## config.mk

```make
export PLATFORM = sky130hd
export DESIGN_NAME = radiation_count_line_parser
export DESIGN_NICKNAME = d
export VERILOG_FILES = /design/src/rtl/rclp_pkg.sv /design/src/rtl/radiation_count_line_parser.sv /design/src/rtl/rclp_apb_regs.sv /design/src/rtl/rclp_parser.sv
export SDC_FILE = /design/constraint.sdc
export NUM_CORES = 1
export LEC_CHECK = 0
export BUFFER_PORTS_ARGS = -buffer_cell sky130_fd_sc_hd__buf_4
export CORE_MARGIN = 4
export CORE_UTILIZATION = 50
export DETAILED_ROUTE_END_ITERATION = 7
export HOLD_SLACK_MARGIN = 0.03
export PLACE_DENSITY = 0.72
export SYNTH_ARGS = -nofsm -noshare
export SYNTH_HDL_FRONTEND = slang
export SYNTH_SLANG_ARGS = --single-unit
```

## constraint.sdc

```tcl
create_clock -name clk_i -period 13.8 [get_ports clk_i]
set_clock_uncertainty 0.2 [all_clocks]
set_input_delay 1.38 -clock clk_i [delete_from_list [all_inputs] [get_ports clk_i]]
set_output_delay 1.38 -clock clk_i [all_outputs]
set_load 0.05 [all_outputs]
```

## src/rtl/rclp_pkg.sv

```systemverilog
// ----------------------------------------------------------------------------
// rclp_pkg: shared types and constants of the radiation count line parser
// Holds the item structs, the result and status codes and the character
// constants that the parser core and the top level use.
// ----------------------------------------------------------------------------
package rclp_pkg;

  // Item kinds on the input channel.
  localparam logic OpByte = 1'b0;
  localparam logic OpTick = 1'b1;

  // Parse result codes.
  typedef enum logic [1:0] {
    PrIncomplete = 2'd0,
    PrComplete   = 2'd1,
    PrParseError = 2'd2,
    PrOverrun    = 2'd3
  } parse_result_e;

  // Reported status codes.
  typedef enum logic [1:0] {
    StInit    = 2'd0,
    StValid   = 2'd1,
    StInvalid = 2'd2,
    StError   = 2'd3
  } status_e;

  // Characters that the parser looks for.
  localparam logic [7:0] CharC  = 8'h43;
  localparam logic [7:0] CharV  = 8'h56;
  localparam logic [7:0] CharCr = 8'h0D;
  localparam logic [7:0] CharLf = 8'h0A;
  localparam logic [7:0] Char0  = 8'h30;
  localparam logic [7:0] Char9  = 8'h39;

  // Length of the line head "CPM:1:".
  localparam int unsigned HeadLen = 6;

  // Count limits and register reset values.
  localparam logic [26:0] CpmSat       = 27'd99999999;
  localparam logic [26:0] CpmReset     = 27'd999999;
  localparam logic [15:0] TimeoutReset = 16'd4000;

  // Configuration register indexes.
  localparam logic RegTimeout = 1'b0;

  // One input transaction.
  typedef struct packed {
    logic       opcode;
    logic [7:0] rx_byte;
  } in_item_t;

  // One result transaction.
  typedef struct packed {
    parse_result_e parse_result;
    logic [26:0]   reading_cpm;
    status_e       status;
    logic          timed_out;
  } out_item_t;

  // Expected character at a position of the line head "CPM:1:".
  function automatic logic [7:0] head_char(logic [2:0] idx);
    logic [7:0] ch;
    case (idx)
      3'd0:    ch = 8'h43;
      3'd1:    ch = 8'h50;
      3'd2:    ch = 8'h4D;
      3'd3:    ch = 8'h3A;
      3'd4:    ch = 8'h31;
      3'd5:    ch = 8'h3A;
      default: ch = 8'h00;
    endcase
    return ch;
  endfunction

endpackage

```

## src/rtl/radiation_count_line_parser.sv

```systemverilog
// ----------------------------------------------------------------------------
// radiation_count_line_parser: serial counter line parser
// Parses "CPM:1:<digits>...V<CR><LF>" lines from a byte stream, tracks time
// ticks, and reports the last count with a status per transaction.
// ----------------------------------------------------------------------------
// The block takes one input transaction per clock cycle while the output is
// not stalled and returns one result for each in the cycle after acceptance.
// A single result register separates the two channels; it is refilled in
// the same cycle in which its result is taken, so a stalled output holds at
// most one result and back-to-back transactions pass at full rate. The
// timeout register is written through the APB-style port at byte address 0.
module radiation_count_line_parser import rclp_pkg::*; #(
  parameter int unsigned BUFFER_LENGTH = 16
) (
  input  logic        clk_i,
  input  logic        rst_ni,
  input  logic        in_valid_i,
  output logic        in_ready_o,
  input  in_item_t    in_item_i,
  output logic        out_valid_o,
  input  logic        out_ready_i,
  output out_item_t   out_item_o,
  input  logic        psel,
  input  logic        penable,
  input  logic        pwrite,
  input  logic [2:0]  paddr,
  input  logic [31:0] pwdata,
  output logic [31:0] prdata,
  output logic        pready
);

  logic        accept;
  logic [15:0] timeout_ticks;
  out_item_t   result;
  out_item_t   out_item_q;
  logic        out_valid_q;

  // Configuration registers.
  rclp_apb_regs u_regs (
    .clk_i           (clk_i),
    .rst_ni          (rst_ni),
    .psel            (psel),
    .penable         (penable),
    .pwrite          (pwrite),
    .paddr           (paddr),
    .pwdata          (pwdata),
    .prdata          (prdata),
    .pready          (pready),
    .timeout_ticks_o (timeout_ticks)
  );

  // Parser core.
  rclp_parser #(
    .BUFFER_LENGTH (BUFFER_LENGTH)
  ) u_parser (
    .clk_i           (clk_i),
    .rst_ni          (rst_ni),
    .step_i          (accept),
    .item_i          (in_item_i),
    .timeout_ticks_i (timeout_ticks),
    .result_o        (result)
  );

  // Accept whenever the result register is empty or being drained.
  assign in_ready_o = !out_valid_q || out_ready_i;
  assign accept     = in_valid_i && in_ready_o;

  // Result register valid flag.
  always_ff @(posedge clk_i or negedge rst_ni) begin
    if (!rst_ni) begin
      out_valid_q <= 1'b0;
    end else if (in_ready_o) begin
      out_valid_q <= in_valid_i;
    end
  end

  // Result register payload.
  always_ff @(posedge clk_i) begin
    if (accept) begin
      out_item_q <= result;
    end
  end

  assign out_valid_o = out_valid_q;
  assign out_item_o  = out_item_q;

endmodule

```

## src/rtl/rclp_apb_regs.sv

```systemverilog
// ----------------------------------------------------------------------------
// rclp_apb_regs: configuration registers of the line parser
// APB-style slave holding the timeout register. Writes complete in the
// access phase; reads return the register value, zero elsewhere.
// ----------------------------------------------------------------------------
module rclp_apb_regs import rclp_pkg::*; (
  input  logic        clk_i,
  input  logic        rst_ni,
  input  logic        psel,
  input  logic        penable,
  input  logic        pwrite,
  input  logic [2:0]  paddr,
  input  logic [31:0] pwdata,
  output logic [31:0] prdata,
  output logic        pready,
  output logic [15:0] timeout_ticks_o
);

  logic [15:0] timeout_q;
  logic        wr_en;

  // The slave never inserts wait states.
  assign pready = 1'b1;
  assign wr_en  = psel && penable && pwrite && (paddr[2] == RegTimeout);

  // Timeout register.
  always_ff @(posedge clk_i or negedge rst_ni) begin
    if (!rst_ni) begin
      timeout_q <= TimeoutReset;
    end else if (wr_en) begin
      timeout_q <= pwdata[15:0];
    end
  end

  // Read data.
  always_comb begin
    prdata = 32'd0;
    if (paddr[2] == RegTimeout) begin
      prdata = {16'd0, timeout_q};
    end
  end

  assign timeout_ticks_o = timeout_q;

endmodule

```

## src/rtl/rclp_parser.sv

```systemverilog
// ----------------------------------------------------------------------------
// rclp_parser: line parser state and per-item update
// Keeps the line tracking flags, the prefix matcher, the decimal
// accumulator and the tick counter, and works out one result per item.
// ----------------------------------------------------------------------------
module rclp_parser import rclp_pkg::*; #(
  parameter int unsigned BUFFER_LENGTH = 16
) (
  input  logic        clk_i,
  input  logic        rst_ni,
  input  logic        step_i,
  input  in_item_t    item_i,
  input  logic [15:0] timeout_ticks_i,
  output out_item_t   result_o
);

  localparam int unsigned CntW = $clog2(BUFFER_LENGTH + 1);
  localparam logic [CntW-1:0] BufLen  = CntW'(BUFFER_LENGTH);
  localparam logic [CntW-1:0] HeadEnd = CntW'(HeadLen);

  logic            in_line_q, in_line_d;
  logic            saw_cr_q, saw_cr_d;
  logic [CntW-1:0] byte_count_q, byte_count_d;
  logic            prefix_ok_q, prefix_ok_d;
  logic            digits_open_q, digits_open_d;
  logic [26:0]     digit_acc_q, digit_acc_d;
  logic [7:0]      prev_byte_q, prev_byte_d;
  logic [26:0]     held_cpm_q, held_cpm_d;
  status_e         held_status_q, held_status_d;
  logic [15:0]     elapsed_q, elapsed_d;

  // Line state as seen by the current byte, after an opening 'C'.
  logic            opening;
  logic            cur_cr;
  logic [CntW-1:0] cur_count;
  logic            cur_pok;
  logic            cur_dopen;
  logic [26:0]     cur_acc;
  logic [7:0]      ch;
  logic            is_digit;
  logic [30:0]     acc_next;
  parse_result_e   result;
  logic            tmo;

  assign ch       = item_i.rx_byte;
  assign is_digit = (ch >= Char0) && (ch <= Char9);
  assign opening  = !in_line_q;

  assign cur_cr    = opening ? 1'b0 : saw_cr_q;
  assign cur_count = opening ? '0 : byte_count_q;
  assign cur_pok   = opening ? 1'b1 : prefix_ok_q;
  assign cur_dopen = opening ? 1'b1 : digits_open_q;
  assign cur_acc   = opening ? 27'd0 : digit_acc_q;

  // Accumulator times ten plus the new digit.
  assign acc_next = ({4'd0, cur_acc} << 3) + ({4'd0, cur_acc} << 1)
                  + {27'd0, ch[3:0] - Char0[3:0]};

  // Next state and result for one item.
  always_comb begin
    in_line_d     = in_line_q;
    saw_cr_d      = saw_cr_q;
    byte_count_d  = byte_count_q;
    prefix_ok_d   = prefix_ok_q;
    digits_open_d = digits_open_q;
    digit_acc_d   = digit_acc_q;
    prev_byte_d   = prev_byte_q;
    held_cpm_d    = held_cpm_q;
    held_status_d = held_status_q;
    elapsed_d     = elapsed_q;
    result        = PrIncomplete;
    tmo           = 1'b0;

    if (item_i.opcode == OpByte) begin
      if (!in_line_q && (ch != CharC)) begin
        // A stray byte outside a line.
        held_status_d = StError;
        result        = PrParseError;
      end else if (cur_count >= BufLen) begin
        // The line is too long: drop the byte and abandon the line.
        in_line_d     = 1'b0;
        saw_cr_d      = 1'b0;
        byte_count_d  = '0;
        held_status_d = StError;
        result        = PrOverrun;
      end else begin
        in_line_d     = 1'b1;
        byte_count_d  = cur_count + 1'b1;
        prefix_ok_d   = cur_pok;
        digits_open_d = cur_dopen;
        digit_acc_d   = cur_acc;

        // Prefix match over the head, then digit collection.
        if (cur_count < HeadEnd) begin
          if (ch != head_char(cur_count[2:0])) begin
            prefix_ok_d = 1'b0;
          end
        end else if (cur_dopen) begin
          if (is_digit) begin
            if (acc_next > {4'd0, CpmSat}) begin
              digit_acc_d = CpmSat;
            end else begin
              digit_acc_d = acc_next[26:0];
            end
          end else begin
            digits_open_d = 1'b0;
          end
        end

        // End of line detection.
        if (!cur_cr && (ch == CharCr)) begin
          saw_cr_d = 1'b1;
        end else if (cur_cr && (ch != CharLf)) begin
          saw_cr_d    = 1'b0;
          prev_byte_d = ch;
        end else if (cur_cr) begin
          in_line_d    = 1'b0;
          saw_cr_d     = 1'b0;
          byte_count_d = '0;
          if (prefix_ok_d) begin
            held_cpm_d    = digit_acc_d;
            held_status_d = (prev_byte_q == CharV) ? StValid : StInvalid;
            elapsed_d     = 16'd0;
            result        = PrComplete;
          end
        end else begin
          saw_cr_d    = 1'b0;
          prev_byte_d = ch;
        end
      end
    end else begin
      // Time tick: saturating count and timeout check.
      if (elapsed_q != 16'hFFFF) begin
        elapsed_d = elapsed_q + 16'd1;
      end
      if (elapsed_d >= timeout_ticks_i) begin
        held_status_d = StError;
        tmo           = 1'b1;
      end
    end
  end

  // State registers, updated once per accepted transaction.
  always_ff @(posedge clk_i or negedge rst_ni) begin
    if (!rst_ni) begin
      in_line_q     <= 1'b0;
      saw_cr_q      <= 1'b0;
      byte_count_q  <= '0;
      prefix_ok_q   <= 1'b1;
      digits_open_q <= 1'b1;
      digit_acc_q   <= 27'd0;
      prev_byte_q   <= 8'd0;
      held_cpm_q    <= CpmReset;
      held_status_q <= StInit;
      elapsed_q     <= 16'd0;
    end else if (step_i) begin
      in_line_q     <= in_line_d;
      saw_cr_q      <= saw_cr_d;
      byte_count_q  <= byte_count_d;
      prefix_ok_q   <= prefix_ok_d;
      digits_open_q <= digits_open_d;
      digit_acc_q   <= digit_acc_d;
      prev_byte_q   <= prev_byte_d;
      held_cpm_q    <= held_cpm_d;
      held_status_q <= held_status_d;
      elapsed_q     <= elapsed_d;
    end
  end

  // Result of the current item.
  assign result_o.parse_result = result;
  assign result_o.reading_cpm  = held_cpm_d;
  assign result_o.status       = held_status_d;
  assign result_o.timed_out    = tmo;

endmodule

```

# Yosys cells after proc, flatten, opt, wreduce, memory -nomap -nowiden
# Index checks and enable logic that the tools add are counted.
[classes]
order_cmp = 6
muxes = 67
reduce_logical = 21
bitwise = 5
n_addsub = 4
eq_ne = 16
[ops]
columns = ["cell", "n"]
rows = [
  ["27-bit 2-to-1 mux", 12],
  ["16-bit 2-to-1 mux", 10],
  ["8-bit 2-to-1 mux", 6],
  ["7-bit case mux with 5 select lines", 1],
  ["30-bit by 28-bit adder with 31-bit output", 1],
  ["31-bit by 4-bit adder with 31-bit output", 1],
  ["31-bit by 27-bit greater-than comparator with 1-bit output, second input constant", 1],
  ["2-bit 2-to-1 mux", 14],
  ["5-bit 2-to-1 mux", 5],
  ["1-bit 2-to-1 mux", 19],
  ["16-bit by 1-bit adder with 16-bit output, second input constant", 1],
  ["16-bit >= comparator", 1],
  ["16-bit != test, second input constant", 1],
  ["2-bit != test, second input constant", 5],
  ["8-bit by 4-bit == test with 1-bit output, second input constant", 1],
  ["8-bit by 7-bit == test with 1-bit output, second input constant", 1],
  ["8-bit by 6-bit >= comparator with 1-bit output, second input constant", 1],
  ["8-bit by 6-bit <= comparator with 1-bit output, second input constant", 1],
  ["1-bit logical AND", 8],
  ["8-bit by 4-bit != test with 1-bit output, second input constant", 1],
  ["8-bit by 7-bit != test with 1-bit output, second input constant", 1],
  ["8-bit != test", 1],
  ["7-bit AND reduction", 1],
  ["3-bit by 2-bit == test with 1-bit output, second input constant", 2],
  ["14 further kinds", 23],
]
[totals]
word_cells = 136
inputBits = 51
ff_bits = 138

# Logic depth before layout (Yosys ltp)
[logic_depth]
word_depth = 21
mapped_depth = 19

# Cells and area by module
# Synthesis repeated with hierarchy kept, for this count alone.
[unflattened]
cells_unflattened = 1009
hier_area_um2 = 9339.0
[modules_own_cells]
columns = ["mod", "area_per_inst_um2", "instances", "cells_per_inst"]
rows = [
  ["rclp_parser", 7417.1, 1, 903],
  ["radiation_count_line_parser", 1014.7, 1, 36],
  ["rclp_apb_regs", 907.1, 1, 70],
]

# Worst setup path after synthesis
# Ideal clock, no wire load.
[synth_path]
path_type = "input-to-reg"
startpoint = "in in_item_i[3] (netlist bit)"
endpoint = "reg u_parser.digit_acc_q[10]"
setup_slack_ns = 8.868
t_arrival_ns = 4.611
path_stages = 14
setup_time_ns = 0.121
path_cell_list = "clkbuf_1 -> xnor2_1 -> ha_1 -> inv_1 -> fa_1 -> nand2b_1 -> a211oi_1 -> o21ai_0 -> a311oi_1 -> nand2_1 -> nor4_2 -> a221o_1 -> a31oi_4 -> a32o_2"
[synth_between]
elab_chain_len = 6
[synth_rtl]
columns = ["item", "line_no", "text"]
rows = [
  ["start, declared", "radiation_count_line_parser.sv:19", "input in_item_t in_item_i,"],
  ["31-bit by 4-bit adder with 31-bit output", "rclp_parser.sv:57", "+ {27'd0, ch[3:0] - Char0[3:0]};"],
  ["31-bit by 27-bit greater-than comparator with 1-bit output", "rclp_parser.sv:100", "if (acc_next > {4'd0, CpmSat}) begin"],
  ["27-bit 2-to-1 mux", "rclp_parser.sv:100", ""],
  ["27-bit 2-to-1 mux", "rclp_parser.sv:99", "if (is_digit) begin"],
  ["27-bit 2-to-1 mux", "rclp_parser.sv:98", "end else if (cur_dopen) begin"],
  ["27-bit 2-to-1 mux", "rclp_parser.sv:94", "if (cur_count < HeadEnd) begin"],
  ["end signal, assigned", "rclp_parser.sv:162", "digit_acc_q <= digit_acc_d;"],
  ["end, declared", "rclp_parser.sv:26", "logic [26:0] digit_acc_q, digit_acc_d;"],
]
# Parallel ways exist; a longest one is shown, timed or not.
# A chain may end at the register's enable or synchronous reset.

# Final worst setup path
[layout_path]
startpoint = "reg u_parser.in_line_q"
endpoint = "reg u_parser.digit_acc_q[17]"
[layout_between]
elab_chain_len = 8
[layout_rtl]
columns = ["item", "line_no", "text"]
rows = [
  ["start, declared", "rclp_parser.sv:21", "logic in_line_q, in_line_d;"],
  ["start signal, assigned", "rclp_parser.sv:157", "in_line_q <= in_line_d;"],
  ["27-bit 2-to-1 mux", "rclp_parser.sv:53", "assign cur_acc = opening ? 27'd0 : digit_acc_q;"],
  ["30-bit by 28-bit adder with 31-bit output", "rclp_parser.sv:56", "assign acc_next = ({4'd0, cur_acc} << 3) + ({4'd0, cur_acc} << 1)"],
  ["31-bit by 4-bit adder with 31-bit output", "rclp_parser.sv:57", ""],
  ["31-bit by 27-bit greater-than comparator with 1-bit output", "rclp_parser.sv:100", ""],
  ["27-bit 2-to-1 mux", "rclp_parser.sv:100", ""],
  ["27-bit 2-to-1 mux", "rclp_parser.sv:99", ""],
  ["27-bit 2-to-1 mux", "rclp_parser.sv:98", ""],
  ["27-bit 2-to-1 mux", "rclp_parser.sv:94", ""],
]
# Parallel ways exist; a longest one is shown, timed or not.

==> results summary <==
The run finished with clean final reports. The worst setup path is of the reg2reg kind. The leftover overflow at the end of global routing came out at 0. The die outline area came out at ~21,000 um2.

The clock passes through at most 2 buffers. The clock reaches the later pin of the worst-skew pair after 420 ps. Once the clock tree was built, the resizer swapped 0 gates to a different size. Headroom to the max-slew limit came out at 0.180. The library cell used most frequently in the layout, excluding fill and tap cells, is nand2_1. The total wire length after detailed routing came out at 22,100 um. The number of port buffers is 82. Power spread over the standard cell area amounts to 117 nW/um2. The setup violation total in the final timing report is 0. Synthesis inferred about 140 register bits. The overall power after layout is around 0.0012 W. The critical path data arrival time is approximately 5300 ps. The global-route wire length before repair is 36,400 um. The mean instance size in the synthesized netlist came out at a little over 9 um2. The combined area of all synthesized cells is ~9200 um2. The share of the yosys chip area belonging to registers is 0.394. STA classifies the critical path startpoint as a register.

In this run the remaining antenna-violating nets after routing total 0. The number of search-and-repair iterations in the first detailed-routing pass came out at 5. The analysis attributes to cell leakage a power of ~4.8 nW. The tree is rooted in a clkbuf_16.

The total cell area at the placement stage is slightly below 10,000 um2. The synthesis-to-finish area growth is 14.2%. The number of distinct standard cells referenced by the synthesized netlist came out at 78. The gate count of the mapped netlist came out at 1,007. The number of rows in the core area came out at between 40 and 50. The minimum clock period came out at 5190 ps. The number of buffers created by CTS is 17. The area taken by flip-flops and latches came out at around 3600 um2. The overall via count from detail_route is 7,614.

The number of diodes is 0. The combined global-route utilization of all metal layers came out at 0.217. The ratio of routed vias to standard cells is 5.84. The number of top-level pins is approximately 120.

The die outline width came out at ~140 um. The number of global-route vias before repair came to 7,206. The top cell types in the final layout, fill and taps aside, are 132 x nand2_1, 98 x o21ai_0, 88 x buf_4. The setup TNS after final layout is 0 ps. In the final layout, the multi-input gates occupy roughly 5200 um2. Setup repair after global routing left no endpoint under its margin.

The number of enable flip-flop cells after synthesis came out at 32. The number of warnings issued by yosys came out at 0. The maximum fanout along the worst path is 36.

In the routed design, unresolved DRC markers number 0. STA classifies the critical path endpoint as a register. Clock-pin slew was measured on the worst setup and hold paths at 60 ps. The area of all placed cells without fillers came out at between 10,000 and 15,000 um2. The top flip-flop cell by instance count after synthesis is dfrtp_1. The number of DRC markers in iteration 0 is 461. The share of layout cells above drive strength 1 came out at 0.171. The final RePlAce weighted congestion is slightly below 0.9. The number of hold-slack violations in the final timing report came to 0. The H-tree generated during clock tree synthesis spans 4 levels.

The max-slew violation count is 0. Dividing the detail-routed wire length by the instance count gives around 17 um. The CTS tree is yes. At the pin with the least slew margin, the transition time is 1230 ps. The area inside the core boundary is about 18,000 um2.

The final critical-path share of the clock period is 0.376. Summed over all nets, the half-perimeter wirelength after detailed placement is 16,600 um. For this design, the sink count on the clock tree is 138. The worst path setup slack after routing is around 8600 ps. The initial utilization of the core area, before any placement, comes to 0.511. The worst hold path belongs to the class reg2reg. The buffer count from post-CTS setup fixing is 0. The pin count of the biggest net entering global routing is 80. The layout net count is roughly 1,200. The maximum clock rate is about 0.19 GHz. After filler insertion, the fill cell instance count of the layout stands at 1,583.

For this design, the CTS-stage hold fixing added 0 buffers. The floorplan step set the die height to roughly 140 um. The data required time of the critical path came out at 13,900 ps. Before CTS, the worst setup slack after placement is between 8000 and 9000 ps.

The share of flip-flops with an asynchronous set or reset after synthesis is 0.768. The max-cap violation count is 0. The initial antenna violation count is 0. The largest vdd supply drop came out at about 0.074 mV.
[cell families after synthesis]
family	count (synthesis)	synth area share
buf+inv	98	0.0471
xor+xnor	37	0.0351
fa+ha+maj	75	0.102
compound gates	291	0.211
simple gates	341	0.180
flops	138	0.394
other cells	2	0.000813
mux	25	0.0302
[per-stage QoR]
stage / utilization / hold slack (ps) / instances
4_1_cts: 0.583 / 261 / 1304
3_3_place_gp: 0.549 / 245 / 1272
6_report: 0.583 / 260 / 1304
3_5_place_dp: 0.549 / 248 / 1272
5_1_grt: 0.583 / 291 / 1304
2_1_floorplan: - / 231 / 1022
[final cells by class]
type | instances | share of cell area
Timing Repair Buffer | 88 | 0.0626
Sequential cell | 138 | 0.345
Clock buffer | 19 | 0.0410
Multi-Input combinational cell | 786 | 0.496
Tap cell | 229 | 0.0272
Clock inverter | 13 | 0.0170
Inverter | 31 | 0.0110
[state kept, by name (all words and copies together) (netlist names)]
signal,count
u_parser.elapsed_q,16
u_parser.prefix_ok_q,1
out_item_o,32
u_parser.prev_byte_q,8
u_regs.timeout_ticks_o,16
u_parser.digits_open_q,1
u_parser.byte_count_q,5
u_parser.held_cpm_q,27
out_valid_o,1
u_parser.in_line_q,1
u_parser.saw_cr_q,1
u_parser.held_status_q,2
u_parser.digit_acc_q,27
[layer usage]
| layer | global-route usage | part of all wire | routed length (um) | up-vias |
|---|---|---|---|---|
| met1 | 0.320 | 0.48 | 10500 | 3631 |
| li1 | - | - | - | 3716 |
| met3 | 0.0383 | 0.059 | 1290 | 23 |
| met5 | 0 | 0 | 0 | - |
| met2 | 0.327 | 0.45 | 9880 | 244 |
| met4 | 0.0649 | 0.016 | 342 | 0 |
[power breakdown]
group	total [W]	internal [W]	switching, W	leakage [nW]
Clock	0.000474	0.000301	0.000173	0.290
Sequential	0.000492	0.000463	0.0000290	1.67
Combinational	0.000274	0.000102	0.000171	2.88
Total	0.00124	0.000866	0.000373	4.84
[cell usage after synthesis (4+ instances only)]
cell type,number,area (um2)
nand2_1,132,495
o21ai_0,99,495
dfrtp_1,86,2150
ha_1,74,926
nor2_1,69,259
a21oi_1,56,280
clkbuf_1,46,173
and2_1,38,238
edfxtp_1,32,961
inv_1,31,116
a21o_1,24,180
mux2_2,23,259
xnor2_1,21,184
dfstp_2,20,526
buf_4,17,128
xor2_1,16,140
nand4_1,15,93.8
nor2b_1,14,87.6
nand3_1,13,65.1
a31oi_1,12,75.1
and3_1,11,68.8
o31ai_1,11,82.6
nand2b_1,10,62.6
o211ai_1,9,67.6
a22o_1,8,70.1
nor3_1,8,40.0
o21a_1,6,45.0
a211oi_1,5,37.5
a32o_2,5,56.3
or3_1,5,31.3
a2bb2oi_1,4,35.0
a41oi_1,4,35.0
nand4b_1,4,35.0
o21bai_1,4,30.0
[worst paths after layout]
kind,endpoint,slack (ps),cells after the start,from
min reg2reg,u_parser.digit_acc_q[24],260,2,u_parser.digit_acc_q[24]
min in group asynchronous,u_parser.held_cpm_q[21],680,1,rst_ni
max,u_parser.digit_acc_q[17],8610,15,u_parser.in_line_q
max reg2reg,u_parser.digit_acc_q[17],8610,15,u_parser.in_line_q
max in group asynchronous,u_parser.held_cpm_q[8],11350,2,rst_ni
min,u_parser.digit_acc_q[24],260,2,u_parser.digit_acc_q[24]
[worst max-delay path, stage by stage, from the launching register on]
cell and delay, ps:
dfrtp_1 600, buf_4 400, nand2_1 150, xnor2_1 160, ha_1 300, inv_1 60
fa_1 440, nand2b_1 210, a211oi_1 430, o21ai_0 230, a311oi_1 530, nand2_1 130
nor4_2 390, a221o_1 310, a31oi_4 180, a32o_2 330
Note: power is estimated with default switching activity, not from simulation.
